[config.mk]
export PLATFORM = sky130hd
export DESIGN_NAME = modular_exponentiation_64_unit
export DESIGN_NICKNAME = d
export VERILOG_FILES = /design/src/rtl/modexp_pkg.sv /design/src/rtl/modular_exponentiation_64_unit.sv
export SDC_FILE = /design/constraint.sdc
export NUM_CORES = 2
export LEC_CHECK = 0
export BUFFER_PORTS_ARGS = -buffer_cell sky130_fd_sc_hd__buf_2
export CAP_MARGIN = 10
export CORE_MARGIN = 1.5
export CORE_UTILIZATION = 30
export CTS_BUF_LIST = sky130_fd_sc_hd__clkbuf_16
export DETAILED_ROUTE_END_ITERATION = 10
export SYNTH_ARGS = -nofsm -noshare
export SYNTH_HDL_FRONTEND = slang
export SYNTH_SLANG_ARGS = --single-unit
[constraint.sdc]
create_clock -name clock -period 6.8 [get_ports clock]
set_clock_uncertainty 0.15 [all_clocks]
set_input_delay 0.68 -clock clock [delete_from_list [all_inputs] [get_ports clock]]
set_output_delay 0.68 -clock clock [all_outputs]
set_load 0.01 [all_outputs]
[src/rtl/modexp_pkg.sv]
// ----------------------------------------------------------------------------
// modexp_pkg
// Shared types, step labels and the control store of the modular
// exponentiation sequencer.
// ----------------------------------------------------------------------------
package modexp_pkg;

   // default word width of base, exponent, modulus and result
   localparam int DEFAULT_DATA_WIDTH = 64;

   // step counter width
   localparam int STEP_W = 5;

   // datapath operation of one step
   typedef enum logic [3:0] {
      OP_NOP,
      OP_LOAD,
      OP_LD_ACC,
      OP_LD_SQ,
      OP_SUB_Y,
      OP_REM_STEP,
      OP_REM_DONE,
      OP_MUL_STEP,
      OP_WB_ACC,
      OP_WB_SQ,
      OP_SHR_E,
      OP_PUSH
   } op_type;

   // jump condition of one step
   typedef enum logic [3:0] {
      CND_NEVER,
      CND_ALWAYS,
      CND_NOT_START,
      CND_NOT_EBIT,
      CND_Y_LT_M,
      CND_NOT_BIG,
      CND_NOT_LAST,
      CND_PX_ZERO,
      CND_PX_MORE,
      CND_E_LAST,
      CND_OUT_BUSY
   } cond_type;

   // one control word
   typedef struct packed {
      op_type              op;
      cond_type            cond;
      logic [STEP_W-1:0]   target;
   } uword_type;

   // step labels
   localparam logic [STEP_W-1:0] STEP_WAIT      = 5'd0;
   localparam logic [STEP_W-1:0] STEP_TEST      = 5'd1;
   localparam logic [STEP_W-1:0] STEP_LD_A      = 5'd2;
   localparam logic [STEP_W-1:0] STEP_CHK_A     = 5'd3;
   localparam logic [STEP_W-1:0] STEP_BIG_A     = 5'd4;
   localparam logic [STEP_W-1:0] STEP_SUB_A     = 5'd5;
   localparam logic [STEP_W-1:0] STEP_REM_A     = 5'd6;
   localparam logic [STEP_W-1:0] STEP_RDN_A     = 5'd7;
   localparam logic [STEP_W-1:0] STEP_MZ_A      = 5'd8;
   localparam logic [STEP_W-1:0] STEP_MUL_A     = 5'd9;
   localparam logic [STEP_W-1:0] STEP_WB_A      = 5'd10;
   localparam logic [STEP_W-1:0] STEP_SHIFT     = 5'd11;
   localparam logic [STEP_W-1:0] STEP_LD_S      = 5'd12;
   localparam logic [STEP_W-1:0] STEP_CHK_S     = 5'd13;
   localparam logic [STEP_W-1:0] STEP_BIG_S     = 5'd14;
   localparam logic [STEP_W-1:0] STEP_SUB_S     = 5'd15;
   localparam logic [STEP_W-1:0] STEP_REM_S     = 5'd16;
   localparam logic [STEP_W-1:0] STEP_RDN_S     = 5'd17;
   localparam logic [STEP_W-1:0] STEP_MZ_S      = 5'd18;
   localparam logic [STEP_W-1:0] STEP_MUL_S     = 5'd19;
   localparam logic [STEP_W-1:0] STEP_WB_S      = 5'd20;
   localparam logic [STEP_W-1:0] STEP_DONE      = 5'd21;
   localparam logic [STEP_W-1:0] STEP_RETURN    = 5'd22;
   localparam logic [STEP_W-1:0] STEP_LAST      = STEP_RETURN;

   // control store
   function automatic uword_type ucode_rom(input logic [STEP_W-1:0] step);
      uword_type w;
      w = '{op: OP_NOP, cond: CND_ALWAYS, target: STEP_WAIT};
      case (step)
         // wait for a request, load operands on accept
         STEP_WAIT:   w = '{op: OP_LOAD,     cond: CND_NOT_START, target: STEP_WAIT};
         STEP_TEST:   w = '{op: OP_NOP,      cond: CND_NOT_EBIT,  target: STEP_SHIFT};
         // acc = acc * sq mod m
         STEP_LD_A:   w = '{op: OP_LD_ACC,   cond: CND_NEVER,     target: STEP_WAIT};
         STEP_CHK_A:  w = '{op: OP_NOP,      cond: CND_Y_LT_M,    target: STEP_MZ_A};
         STEP_BIG_A:  w = '{op: OP_NOP,      cond: CND_NOT_BIG,   target: STEP_REM_A};
         STEP_SUB_A:  w = '{op: OP_SUB_Y,    cond: CND_ALWAYS,    target: STEP_MZ_A};
         STEP_REM_A:  w = '{op: OP_REM_STEP, cond: CND_NOT_LAST,  target: STEP_REM_A};
         STEP_RDN_A:  w = '{op: OP_REM_DONE, cond: CND_NEVER,     target: STEP_WAIT};
         STEP_MZ_A:   w = '{op: OP_NOP,      cond: CND_PX_ZERO,   target: STEP_WB_A};
         STEP_MUL_A:  w = '{op: OP_MUL_STEP, cond: CND_PX_MORE,   target: STEP_MUL_A};
         STEP_WB_A:   w = '{op: OP_WB_ACC,   cond: CND_NEVER,     target: STEP_WAIT};
         // next exponent bit, finish when none left
         STEP_SHIFT:  w = '{op: OP_SHR_E,    cond: CND_E_LAST,    target: STEP_DONE};
         // sq = sq * sq mod m
         STEP_LD_S:   w = '{op: OP_LD_SQ,    cond: CND_NEVER,     target: STEP_WAIT};
         STEP_CHK_S:  w = '{op: OP_NOP,      cond: CND_Y_LT_M,    target: STEP_MZ_S};
         STEP_BIG_S:  w = '{op: OP_NOP,      cond: CND_NOT_BIG,   target: STEP_REM_S};
         STEP_SUB_S:  w = '{op: OP_SUB_Y,    cond: CND_ALWAYS,    target: STEP_MZ_S};
         STEP_REM_S:  w = '{op: OP_REM_STEP, cond: CND_NOT_LAST,  target: STEP_REM_S};
         STEP_RDN_S:  w = '{op: OP_REM_DONE, cond: CND_NEVER,     target: STEP_WAIT};
         STEP_MZ_S:   w = '{op: OP_NOP,      cond: CND_PX_ZERO,   target: STEP_WB_S};
         STEP_MUL_S:  w = '{op: OP_MUL_STEP, cond: CND_PX_MORE,   target: STEP_MUL_S};
         STEP_WB_S:   w = '{op: OP_WB_SQ,    cond: CND_ALWAYS,    target: STEP_TEST};
         // hand the result to the output register
         STEP_DONE:   w = '{op: OP_PUSH,     cond: CND_OUT_BUSY,  target: STEP_DONE};
         STEP_RETURN: w = '{op: OP_NOP,      cond: CND_ALWAYS,    target: STEP_WAIT};
         default:     w = '{op: OP_NOP,      cond: CND_ALWAYS,    target: STEP_WAIT};
      endcase
      return w;
   endfunction

endpackage

[src/rtl/modular_exponentiation_64_unit.sv]
// ----------------------------------------------------------------------------
// modular_exponentiation_64_unit
// Computes base_value ** exponent mod modulus with right-to-left
// square-and-multiply, driven by a small microcoded sequencer.
//
// One request at a time. Each exponent bit up to the highest set one costs a
// test and a shift step, a modular product when the bit is set and a squaring
// when higher bits remain. A product loads its operands, checks the
// multiplicand, runs one shift-and-add step per multiplier bit and writes
// back. A multiplicand not below the modulus is first brought into range by
// the single subtraction, or, when the modulus is below half the range, by
// the one-bit-per-cycle remainder unit; only the first product and the first
// squaring can see an unreduced multiplicand. The shift-and-add steps set
// the length of a request. The result sits in an output register, so the
// next request is taken while it waits. A zero exponent returns 1; a zero
// modulus acts as 2**DATA_WIDTH.
// ----------------------------------------------------------------------------
module modular_exponentiation_64_unit
   import modexp_pkg::*;
#(
   parameter int DATA_WIDTH = DEFAULT_DATA_WIDTH
) (
   input  logic                                   clock,
   input  logic                                   reset,
   // configuration: modulus
   input  logic                                   csr_wr_en,
   input  logic [DATA_WIDTH-1:0]                  csr_wdata,
   // request channel
   input  logic                                   req_tvalid,
   output logic                                   req_tready,
   // tdata fields from bit 0: base_value, exponent
   input  logic [((2*DATA_WIDTH+7)/8)*8-1:0]      req_tdata,
   // response channel
   output logic                                   rsp_tvalid,
   input  logic                                   rsp_tready,
   // tdata fields from bit 0: power_result
   output logic [((DATA_WIDTH+7)/8)*8-1:0]        rsp_tdata
);

   localparam int W     = DATA_WIDTH;
   localparam int CNT_W = $clog2(DATA_WIDTH);
   localparam int RSP_W = ((DATA_WIDTH+7)/8)*8;

   // registers
   logic [STEP_W-1:0] upc_ff,  upc_in;
   logic [W-1:0]      mod_ff;
   logic [W-1:0]      e_ff,    e_in;
   logic [W-1:0]      acc_ff,  acc_in;
   logic [W-1:0]      sq_ff,   sq_in;
   logic [W-1:0]      px_ff,   px_in;
   logic [W-1:0]      py_ff,   py_in;
   logic [W-1:0]      pa_ff,   pa_in;
   logic [W-1:0]      rem_ff,  rem_in;
   logic [CNT_W-1:0]  cnt_ff,  cnt_in;
   logic              rsp_valid_ff, rsp_valid_in;
   logic [W-1:0]      rsp_data_ff,  rsp_data_in;

   uword_type uw;
   logic [W:0] m_ext;
   logic       take_jump;
   logic       out_busy;

   // datapath intermediates
   logic [W:0]   add_pa_sum,  add_pa_sub;
   logic [W:0]   add_py_sum,  add_py_sub;
   logic [W-1:0] pa_mod, py_dbl;
   logic [W:0]   rem_shift, rem_sub;
   logic [W-1:0] rem_step;
   logic [W:0]   py_sub;

   // modulus with zero standing for 2**W
   assign m_ext = {(mod_ff == '0), mod_ff};

   assign uw         = ucode_rom(upc_ff);
   assign req_tready = (uw.op == OP_LOAD);
   assign out_busy   = rsp_valid_ff && !rsp_tready;
   assign rsp_tvalid = rsp_valid_ff;
   assign rsp_tdata  = RSP_W'(rsp_data_ff);

   // modular adders for the shift-and-add product
   always_comb begin
      add_pa_sum = {1'b0, pa_ff} + {1'b0, py_ff};
      add_pa_sub = add_pa_sum - m_ext;
      pa_mod     = (add_pa_sum >= m_ext) ? add_pa_sub[W-1:0] : add_pa_sum[W-1:0];
      add_py_sum = {1'b0, py_ff} + {1'b0, py_ff};
      add_py_sub = add_py_sum - m_ext;
      py_dbl     = (add_py_sum >= m_ext) ? add_py_sub[W-1:0] : add_py_sum[W-1:0];
   end

   // one restoring remainder step and the single subtraction
   always_comb begin
      rem_shift = {rem_ff, py_ff[W-1]};
      rem_sub   = rem_shift - m_ext;
      rem_step  = (rem_shift >= m_ext) ? rem_sub[W-1:0] : rem_shift[W-1:0];
      py_sub    = {1'b0, py_ff} - m_ext;
   end

   // jump condition
   always_comb begin
      case (uw.cond)
         CND_NEVER:     take_jump = 1'b0;
         CND_ALWAYS:    take_jump = 1'b1;
         CND_NOT_START: take_jump = !req_tvalid;
         CND_NOT_EBIT:  take_jump = !e_ff[0];
         CND_Y_LT_M:    take_jump = ({1'b0, py_ff} < m_ext);
         CND_NOT_BIG:   take_jump = !mod_ff[W-1];
         CND_NOT_LAST:  take_jump = (cnt_ff != CNT_W'(W-1));
         CND_PX_ZERO:   take_jump = (px_ff == '0);
         CND_PX_MORE:   take_jump = (px_ff[W-1:1] != '0);
         CND_E_LAST:    take_jump = (e_ff[W-1:1] == '0);
         CND_OUT_BUSY:  take_jump = out_busy;
         default:       take_jump = 1'b0;
      endcase
   end

   // next step and datapath updates
   always_comb begin
      upc_in       = take_jump ? uw.target : upc_ff + 1'b1;
      e_in         = e_ff;
      acc_in       = acc_ff;
      sq_in        = sq_ff;
      px_in        = px_ff;
      py_in        = py_ff;
      pa_in        = pa_ff;
      rem_in       = rem_ff;
      cnt_in       = cnt_ff;
      rsp_valid_in = rsp_valid_ff && !rsp_tready;
      rsp_data_in  = rsp_data_ff;
      case (uw.op)
         OP_LOAD: begin
            if (req_tvalid) begin
               sq_in  = req_tdata[W-1:0];
               e_in   = req_tdata[2*W-1:W];
               acc_in = W'(1);
            end
         end
         OP_LD_ACC: begin
            px_in  = acc_ff;
            py_in  = sq_ff;
            pa_in  = '0;
            rem_in = '0;
            cnt_in = '0;
         end
         OP_LD_SQ: begin
            px_in  = sq_ff;
            py_in  = sq_ff;
            pa_in  = '0;
            rem_in = '0;
            cnt_in = '0;
         end
         OP_SUB_Y: begin
            py_in = py_sub[W-1:0];
         end
         OP_REM_STEP: begin
            rem_in = rem_step;
            py_in  = {py_ff[W-2:0], 1'b0};
            cnt_in = cnt_ff + 1'b1;
         end
         OP_REM_DONE: begin
            py_in = rem_ff;
         end
         OP_MUL_STEP: begin
            if (px_ff[0]) begin
               pa_in = pa_mod;
            end
            px_in = {1'b0, px_ff[W-1:1]};
            py_in = py_dbl;
         end
         OP_WB_ACC: begin
            acc_in = pa_ff;
         end
         OP_WB_SQ: begin
            sq_in = pa_ff;
         end
         OP_SHR_E: begin
            e_in = {1'b0, e_ff[W-1:1]};
         end
         OP_PUSH: begin
            if (!out_busy) begin
               rsp_valid_in = 1'b1;
               rsp_data_in  = acc_ff;
            end
         end
         default: begin
         end
      endcase
   end

   // control registers
   always_ff @(posedge clock) begin
      if (reset) begin
         upc_ff       <= STEP_WAIT;
         rsp_valid_ff <= 1'b0;
         mod_ff       <= W'(1);
      end else begin
         upc_ff       <= upc_in;
         rsp_valid_ff <= rsp_valid_in;
         if (csr_wr_en) begin
            mod_ff <= csr_wdata;
         end
      end
   end

   // payload registers
   always_ff @(posedge clock) begin
      e_ff        <= e_in;
      acc_ff      <= acc_in;
      sq_ff       <= sq_in;
      px_ff       <= px_in;
      py_ff       <= py_in;
      pa_ff       <= pa_in;
      rem_ff      <= rem_in;
      cnt_ff      <= cnt_in;
      rsp_data_ff <= rsp_data_in;
   end

   // a new response only follows the final step
   a_rsp_from_done: assert property (@(posedge clock) disable iff (reset)
      $rose(rsp_valid_ff) |-> $past(upc_ff) == STEP_DONE)
      else $error("response raised outside the final step");

   // step counter stays inside the program
   a_upc_range: assert property (@(posedge clock) disable iff (reset)
      upc_ff <= STEP_LAST)
      else $error("step counter beyond program");

   // accepted request starts the bit loop with acc = 1
   a_accept_start: assert property (@(posedge clock) disable iff (reset)
      (req_tvalid && req_tready) |=> (upc_ff == STEP_TEST) && (acc_ff == W'(1)))
      else $error("request accept did not start the bit loop");

   // exponent moves one bit per shift step
   a_exp_shift: assert property (@(posedge clock) disable iff (reset)
      (upc_ff == STEP_SHIFT) |=> e_ff == {1'b0, $past(e_ff[W-1:1])})
      else $error("exponent shift mismatch");

endmodule
## Yosys cells after proc, flatten, opt, wreduce, memory -nomap -nowiden

Memory sizes are Yosys's and may differ from the RTL's. A register that Yosys moved wholly into a read port is not among the register bits.
Cells that the tools add are included.

- Input bits: 197
- Logic and storage cells: 91
- Register bits: 588
- Memories: 1
- ROM bits: 416

Memories:

| name | words | width | rd ports | clocked after Yosys merged registers in | write ports | RTL line | source |
|---|---|---|---|---|---|---|---|
| (no name shown) | 32 | 13 | 1 | 1 | 0 | modexp_pkg.sv:82 | `case (step)` |

- $add $sub $neg: 8
- Reductions and logical operators: 22
- Multiplexer cells: 19
- Equal/unequal tests: 24
- Magnitude comparators: 4
- Bitwise gates (word level): 1

Operators with widths:

| operator | count |
|---|---|
| 64-bit one-hot mux with 2 select lines | 5 |
| 64-bit two-way mux | 7 |
| 64-bit one-hot mux with 5 select lines | 1 |
| 64-bit subtractor | 4 |
| 65-bit >= comparator | 3 |
| 64-bit one-hot mux with 3 select lines | 1 |
| 64-bit by 64-bit adder with 65-bit output | 2 |
| 64-bit zero test | 2 |
| 64-bit by 65-bit less-than comparator with 1-bit output | 1 |
| 63-bit zero test | 1 |
| 63-bit nonzero test | 1 |
| 4-bit by 3-bit equality test with 1-bit output, second input constant | 8 |
| 4-bit equality test, second input constant | 7 |
| 4-bit by 2-bit equality test with 1-bit output, second input constant | 4 |
| 6-bit one-hot mux with 2 select lines | 1 |
| 5-bit two-way mux | 2 |
| 1-bit one-hot mux with 10 select lines | 1 |
| 2-bit AND reduction | 5 |
| 2-bit nonzero test | 5 |
| 4-bit by 1-bit equality test with 1-bit output, second input constant | 2 |
| 6-bit by 1-bit adder with 6-bit output, second input constant | 1 |
| 6-bit inequality test, second input constant | 1 |
| 5-bit by 1-bit adder with 5-bit output, second input constant | 1 |
| 5-bit nonzero test | 1 |
| 7 further kinds | 11 |

## Depth between registers and ports, before layout

- Depth after elaboration: 5
- Depth in mapped cells: 26
- Gate-level depth less buffers: 24

## Least setup slack after synthesis

No wires, ideal clock.

- Path type: reg-to-reg
- From: register uw[10] (netlist name)
- To: register acc_ff[0] (enable)
- Slack: 636 ps
- Data arrival time: 5440 ps
- Stages on the path, launching flop included: 6
- Cells stage by stage: dfxtp_1 -> clkbuf_1 -> clkinv_1 -> nand2_1 -> clkbuf_1 -> o21ai_0

- Word-level cells in the longest chain between the ends: 3
- Elaborated cells on any way between the ends: 5
- Those cells by class: 3 x eq/ne; 2 x reduce/logical

RTL lines:

| item | RTL line | source |
|---|---|---|
| 4-bit by 1-bit equality test with 1-bit output or 4-bit equality test (tied branches) | modular_exponentiation_64_unit.sv:129 | `case (uw.op)` |
| 2-bit inequality test (no source line) or 2-bit nonzero test (tied branches) | - |  |
| 2-bit AND reduction (no source line) (*) | - |  |
| end signal, assigned | modular_exponentiation_64_unit.sv:207 | `acc_ff <= acc_in;` |
| end, declared | modular_exponentiation_64_unit.sv:48 | `logic [W-1:0] acc_ff, acc_in;` |

Mark *: on every way between the ends. The rest lies on a longest branch, timed or not.
A chain may end at the register's enable or synchronous reset.

## Worst setup path after layout

- From: register pa_ff[18]
- To: register pa_ff[41] (data pin)

- Word-level cells in the longest chain between the ends: 5
- Elaborated cells on any way between the ends: 6
- Those cells by class: 2 x add/sub; 1 x order compare; 3 x mux

RTL lines:

| item | RTL line | source |
|---|---|---|
| start, declared | modular_exponentiation_64_unit.sv:52 | `logic [W-1:0] pa_ff, pa_in;` |
| start signal, assigned | modular_exponentiation_64_unit.sv:211 | `pa_ff <= pa_in;` |
| 64-bit by 64-bit adder with 65-bit output (*) | modular_exponentiation_64_unit.sv:82 | `add_pa_sum = {1'b0, pa_ff} + {1'b0, py_ff};` |
| 64-bit subtractor or 65-bit >= comparator (tied branches) | modular_exponentiation_64_unit.sv:83, modular_exponentiation_64_unit.sv:84 |  |
| 64-bit two-way mux (*) | modular_exponentiation_64_unit.sv:84 | `pa_mod = (add_pa_sum >= m_ext) ? add_pa_sub[W-1:0] : add_pa_sum[W-1:0];` |
| 64-bit two-way mux (*) | modular_exponentiation_64_unit.sv:163 | `if (px_ff[0]) begin` |
| 64-bit one-hot mux with 2 select lines (*) | modular_exponentiation_64_unit.sv:129 |  |

Mark *: on every way between the ends. The rest lies on a longest branch, timed or not. The select of a mux whose other input is x is not followed.

==> flow_summary.ini <==
[setup_path]
cp_max_fo = 13
cp-end-kind = flip-flop
crit_chain = ha_2 -> nand4_1 -> or3_1 -> or2_0 -> a2111o_1 -> a2111oi_4 -> o31ai_2 -> o21ai_2 -> nand4_1 -> nand2_1 -> a41oi_2 -> xnor2_2 -> ha_1 -> nand4_1 -> or4_1 -> nor3_1 -> nand4_1 -> o21ai_1 -> a21o_4 -> buf_4 -> nor2_1 -> a22o_1
crit_arrival_ns = 6.79
cp.required_ns = 7.06
crit_top_cell = nand4_1
cp_slowest_cell = a2111oi_4
critPathBufInv = 1
path_class = flip-flop to flip-flop
start_kind = flip-flop
cpPeakStageDelay_ns = 0.52
crit_family = simple AND/OR/NAND/NOR gates

[synth]
synthArstFlopShare_pct = 0
synth_area_per_cell_um2 = 9.25
yosysUniqueCellTypes = 114
ys_seq_elements = 601
ys_seq_area_share_pct = 37.3
synth_top_flop_cell = edfxtp_1
synth_cells = 4990
ys_warn_count = 0
syn_nets = 5523
synth_edf_count = 518
syn-cell-area_um2 = 46200

[pwr]
power.total_mw = 31.6
ir_drop_mv = 0.324
seqPwrFrac_pct = 20.9
power.density_nw_per_um2 = 605
p_int_mw = 15.7
power_switching_mw = 15.9
combPwrFrac_pct = 66.8
swShare_pct = 50.5
clkPwrFrac_pct = 12.3
leakagePower_nw = 20.3

[final_layout]
drive_gt1_share_pct = 13.6
nets = 5712
area_growth_pct = 13.2
utilization_pct = 34.3
nFillCells = 15738

[timing]
setup_slack_ns = 0.274
finalCritPeriodShare_pct = 96.0
relSlewSlack_pct = 27.8
tns_ns = 0
worst_slew_pin_slew_ns = 1.08
rsz0062_at_grt = no
hold_viol = 0
maxSlewViolCount = 0
finalSetupViolations = 0
period_minus_slack_ns = 6.53
fmax_ghz = 0.153

[place]
dp_hpwl_mm = 142
pre_cts_ws_ns = 0.139
io_buffers = 262
gp_congestion = 1.02

[status]
status = finished, final reports clean

[worst_hold_path]
hold_class = input port to flip-flop

[clock_tree]
htreeDepth = 3
cts_buffers = 72
clock_path_buffers = 3
cts-root-buf = clkbuf_16
clkLatencyLatePin_ns = 0.69
numClockSinks = 601
cts.clk_slew.worst_paths_ns = 0.06
cts_tree = done

[route]
dr_wl_met2_mm = 76.7
wl_per_cell_um = 24.1
route.detailed.drc = 0
ant_nets = 0
vias = 40486
avgViaCountPerCell = 5.57
drtIter0Drc = 4034
maxUsedRoutingLayer = met5
wl_met1_mm = 78.6
firstDrtPassIters = 8
wl_met3_mm = 13.0
wl_mm = 175

[floorplan]
ios = 263
initial_core_util_pct = 30.3
floorplan.die_area_um2 = 156000
row_count = 143
die_h_um = 395
coreArea_um2 = 152000
die_w_um = 395

[global_routing]
antenna_found_initial = 18
grtUsageTotal_pct = 21.6
grt_pass1_vias = 38408
grt_max_degree = 101
grt_pass1_wl_mm = 254
grt_remaining_overflow = 0

[job]
drv_cap = 0
synthesized netlist by cell type, types with 57 or more instances:
cell type | count | area [um^2]
a21o_1 | 161 | 1210
a21oi_1 | 413 | 2070
a31oi_1 | 57 | 357
and3_1 | 100 | 626
clkbuf_1 | 176 | 661
dfxtp_1 | 83 | 1660
edfxtp_1 | 518 | 15600
ha_1 | 331 | 4140
inv_1 | 172 | 646
mux2_2 | 132 | 1490
mux2i_1 | 211 | 2110
nand2_1 | 458 | 1720
nand3_1 | 89 | 445
nand4_1 | 82 | 513
nor2_1 | 449 | 1690
nor3_1 | 63 | 315
nor4_1 | 58 | 363
o21ai_0 | 373 | 1870
o21bai_1 | 64 | 480
xnor2_1 | 182 | 1590
xor2_1 | 115 | 1010
path summary, 6_finish.rpt:
kind	from	end	slack (ns)	depth (start not counted)
setup / recovery	pa_ff[18]	pa_ff[41]	0.27	22
hold / removal	csr_wdata[60]	mod_ff[60]	0.08	3
setup reg to reg	pa_ff[18]	pa_ff[41]	0.27	22
hold reg to reg	acc_ff[21]	rsp_tdata[21]	0.29	0
state kept, by name, indices dropped and copies added, names as in the netlist:
register / cells
acc_ff: 64
cnt_ff: 6
e_ff: 64
mod_ff: 64
pa_ff: 64
px_ff: 64
py_ff: 64
rem_ff: 64
rsp_tdata: 64
rsp_tvalid: 1
sq_ff: 64
upc_ff: 5
uw: 13
worst reg2reg max path, delay by kind of cell (launching register included):
| kind | cells | cell delay (ns) |
|---|---|---|
| xor gates and xnor gates | 1 | 0.18 |
| AOI/OAI and AO/OA | 8 | 2.19 |
| buffers and inverters | 1 | 0.22 |
| and+or+nand+nor | 10 | 2.22 |
| DFF | 1 | 0.46 |
| adders and majority gates | 2 | 0.84 |
logic make-up after synthesis:
kind of cell               Yosys count  synth area share [%]
buffers and inverters              424                  3.83
DFF                                601                  37.3
AOI/OAI and AO/OA                 1512                  21.2
muxes                              347                  7.99
adders and majority gates          336                  9.19
and+or+nand+nor                   1472                  14.9
xor gates and xnor gates           298                  5.67
stage by stage:
| stage | hold slack, ns | instance area [um^2] | instances |
|---|---|---|---|
| final | 0.0843 | 52300 | 7269 |
| after CTS | 0.0517 | 52200 | 7258 |
| after detailed placement | 0.286 | 49800 | 7128 |
| after global placement | 0.283 | 49800 | 7128 |
| after floorplan | 0.276 | 46200 | 4990 |
| after global routing | 0.0909 | 52300 | 7268 |
metal layers:
layer / up-vias / track usage [%]
met4: 24 / 8.20
met3: 257 / 3.00
met2: 1671 / 33.5
met1: 19439 / 30.4
li1: 19095 / -
met5: - / 0
power by group through the flow:
stage	Clock [mW]	Sequential (mW)	Combinational, mW
after detailed placement	0	6.63	20.5
after global routing	4.08	6.66	23.0
after floorplan	0	5.99	15.3
final	3.88	6.62	21.1
after CTS	3.96	6.56	20.6
after global placement	0	6.60	20.6
cells in the final DEF, fill, tap and decap left out, drive strengths merged, types with 52 or more instances in the layout:
cell	count
a211oi	52
a21o	161
a21oi	424
a31oi	61
and3	100
buf	362
clkbuf	75
dfxtp	83
edfxtp	518
ha	331
inv	195
mux2	132
mux2i	214
nand2	459
nand3	90
nand4	82
nor2	450
nor3	66
nor4	59
o21ai	402
o21bai	64
xnor2	183
xor2	115
layout make-up:
class                           count  area (um^2)  area share (%)
Sequential cell                   601        17200            32.9
Clock inverter                     55          444           0.850
Multi-Input combinational cell   3965        27400            52.4
Timing Repair Buffer              362         2130            4.07
Inverter                          177          664            1.27
Tap cell                         2030         2540            4.86
Antenna cell                        4         10.0          0.0191
Clock buffer                       75         1880            3.59
repair_timing:
| action | in CTS | in global routing |
|---|---|---|
| hold buffers | 0 | 0 |
| endpoints found under the setup margin | 0 | 55 |
| resized for setup | 0 | 14 |
| setup buffers | 0 | 7 |
(Power assumes the default switching activity.)
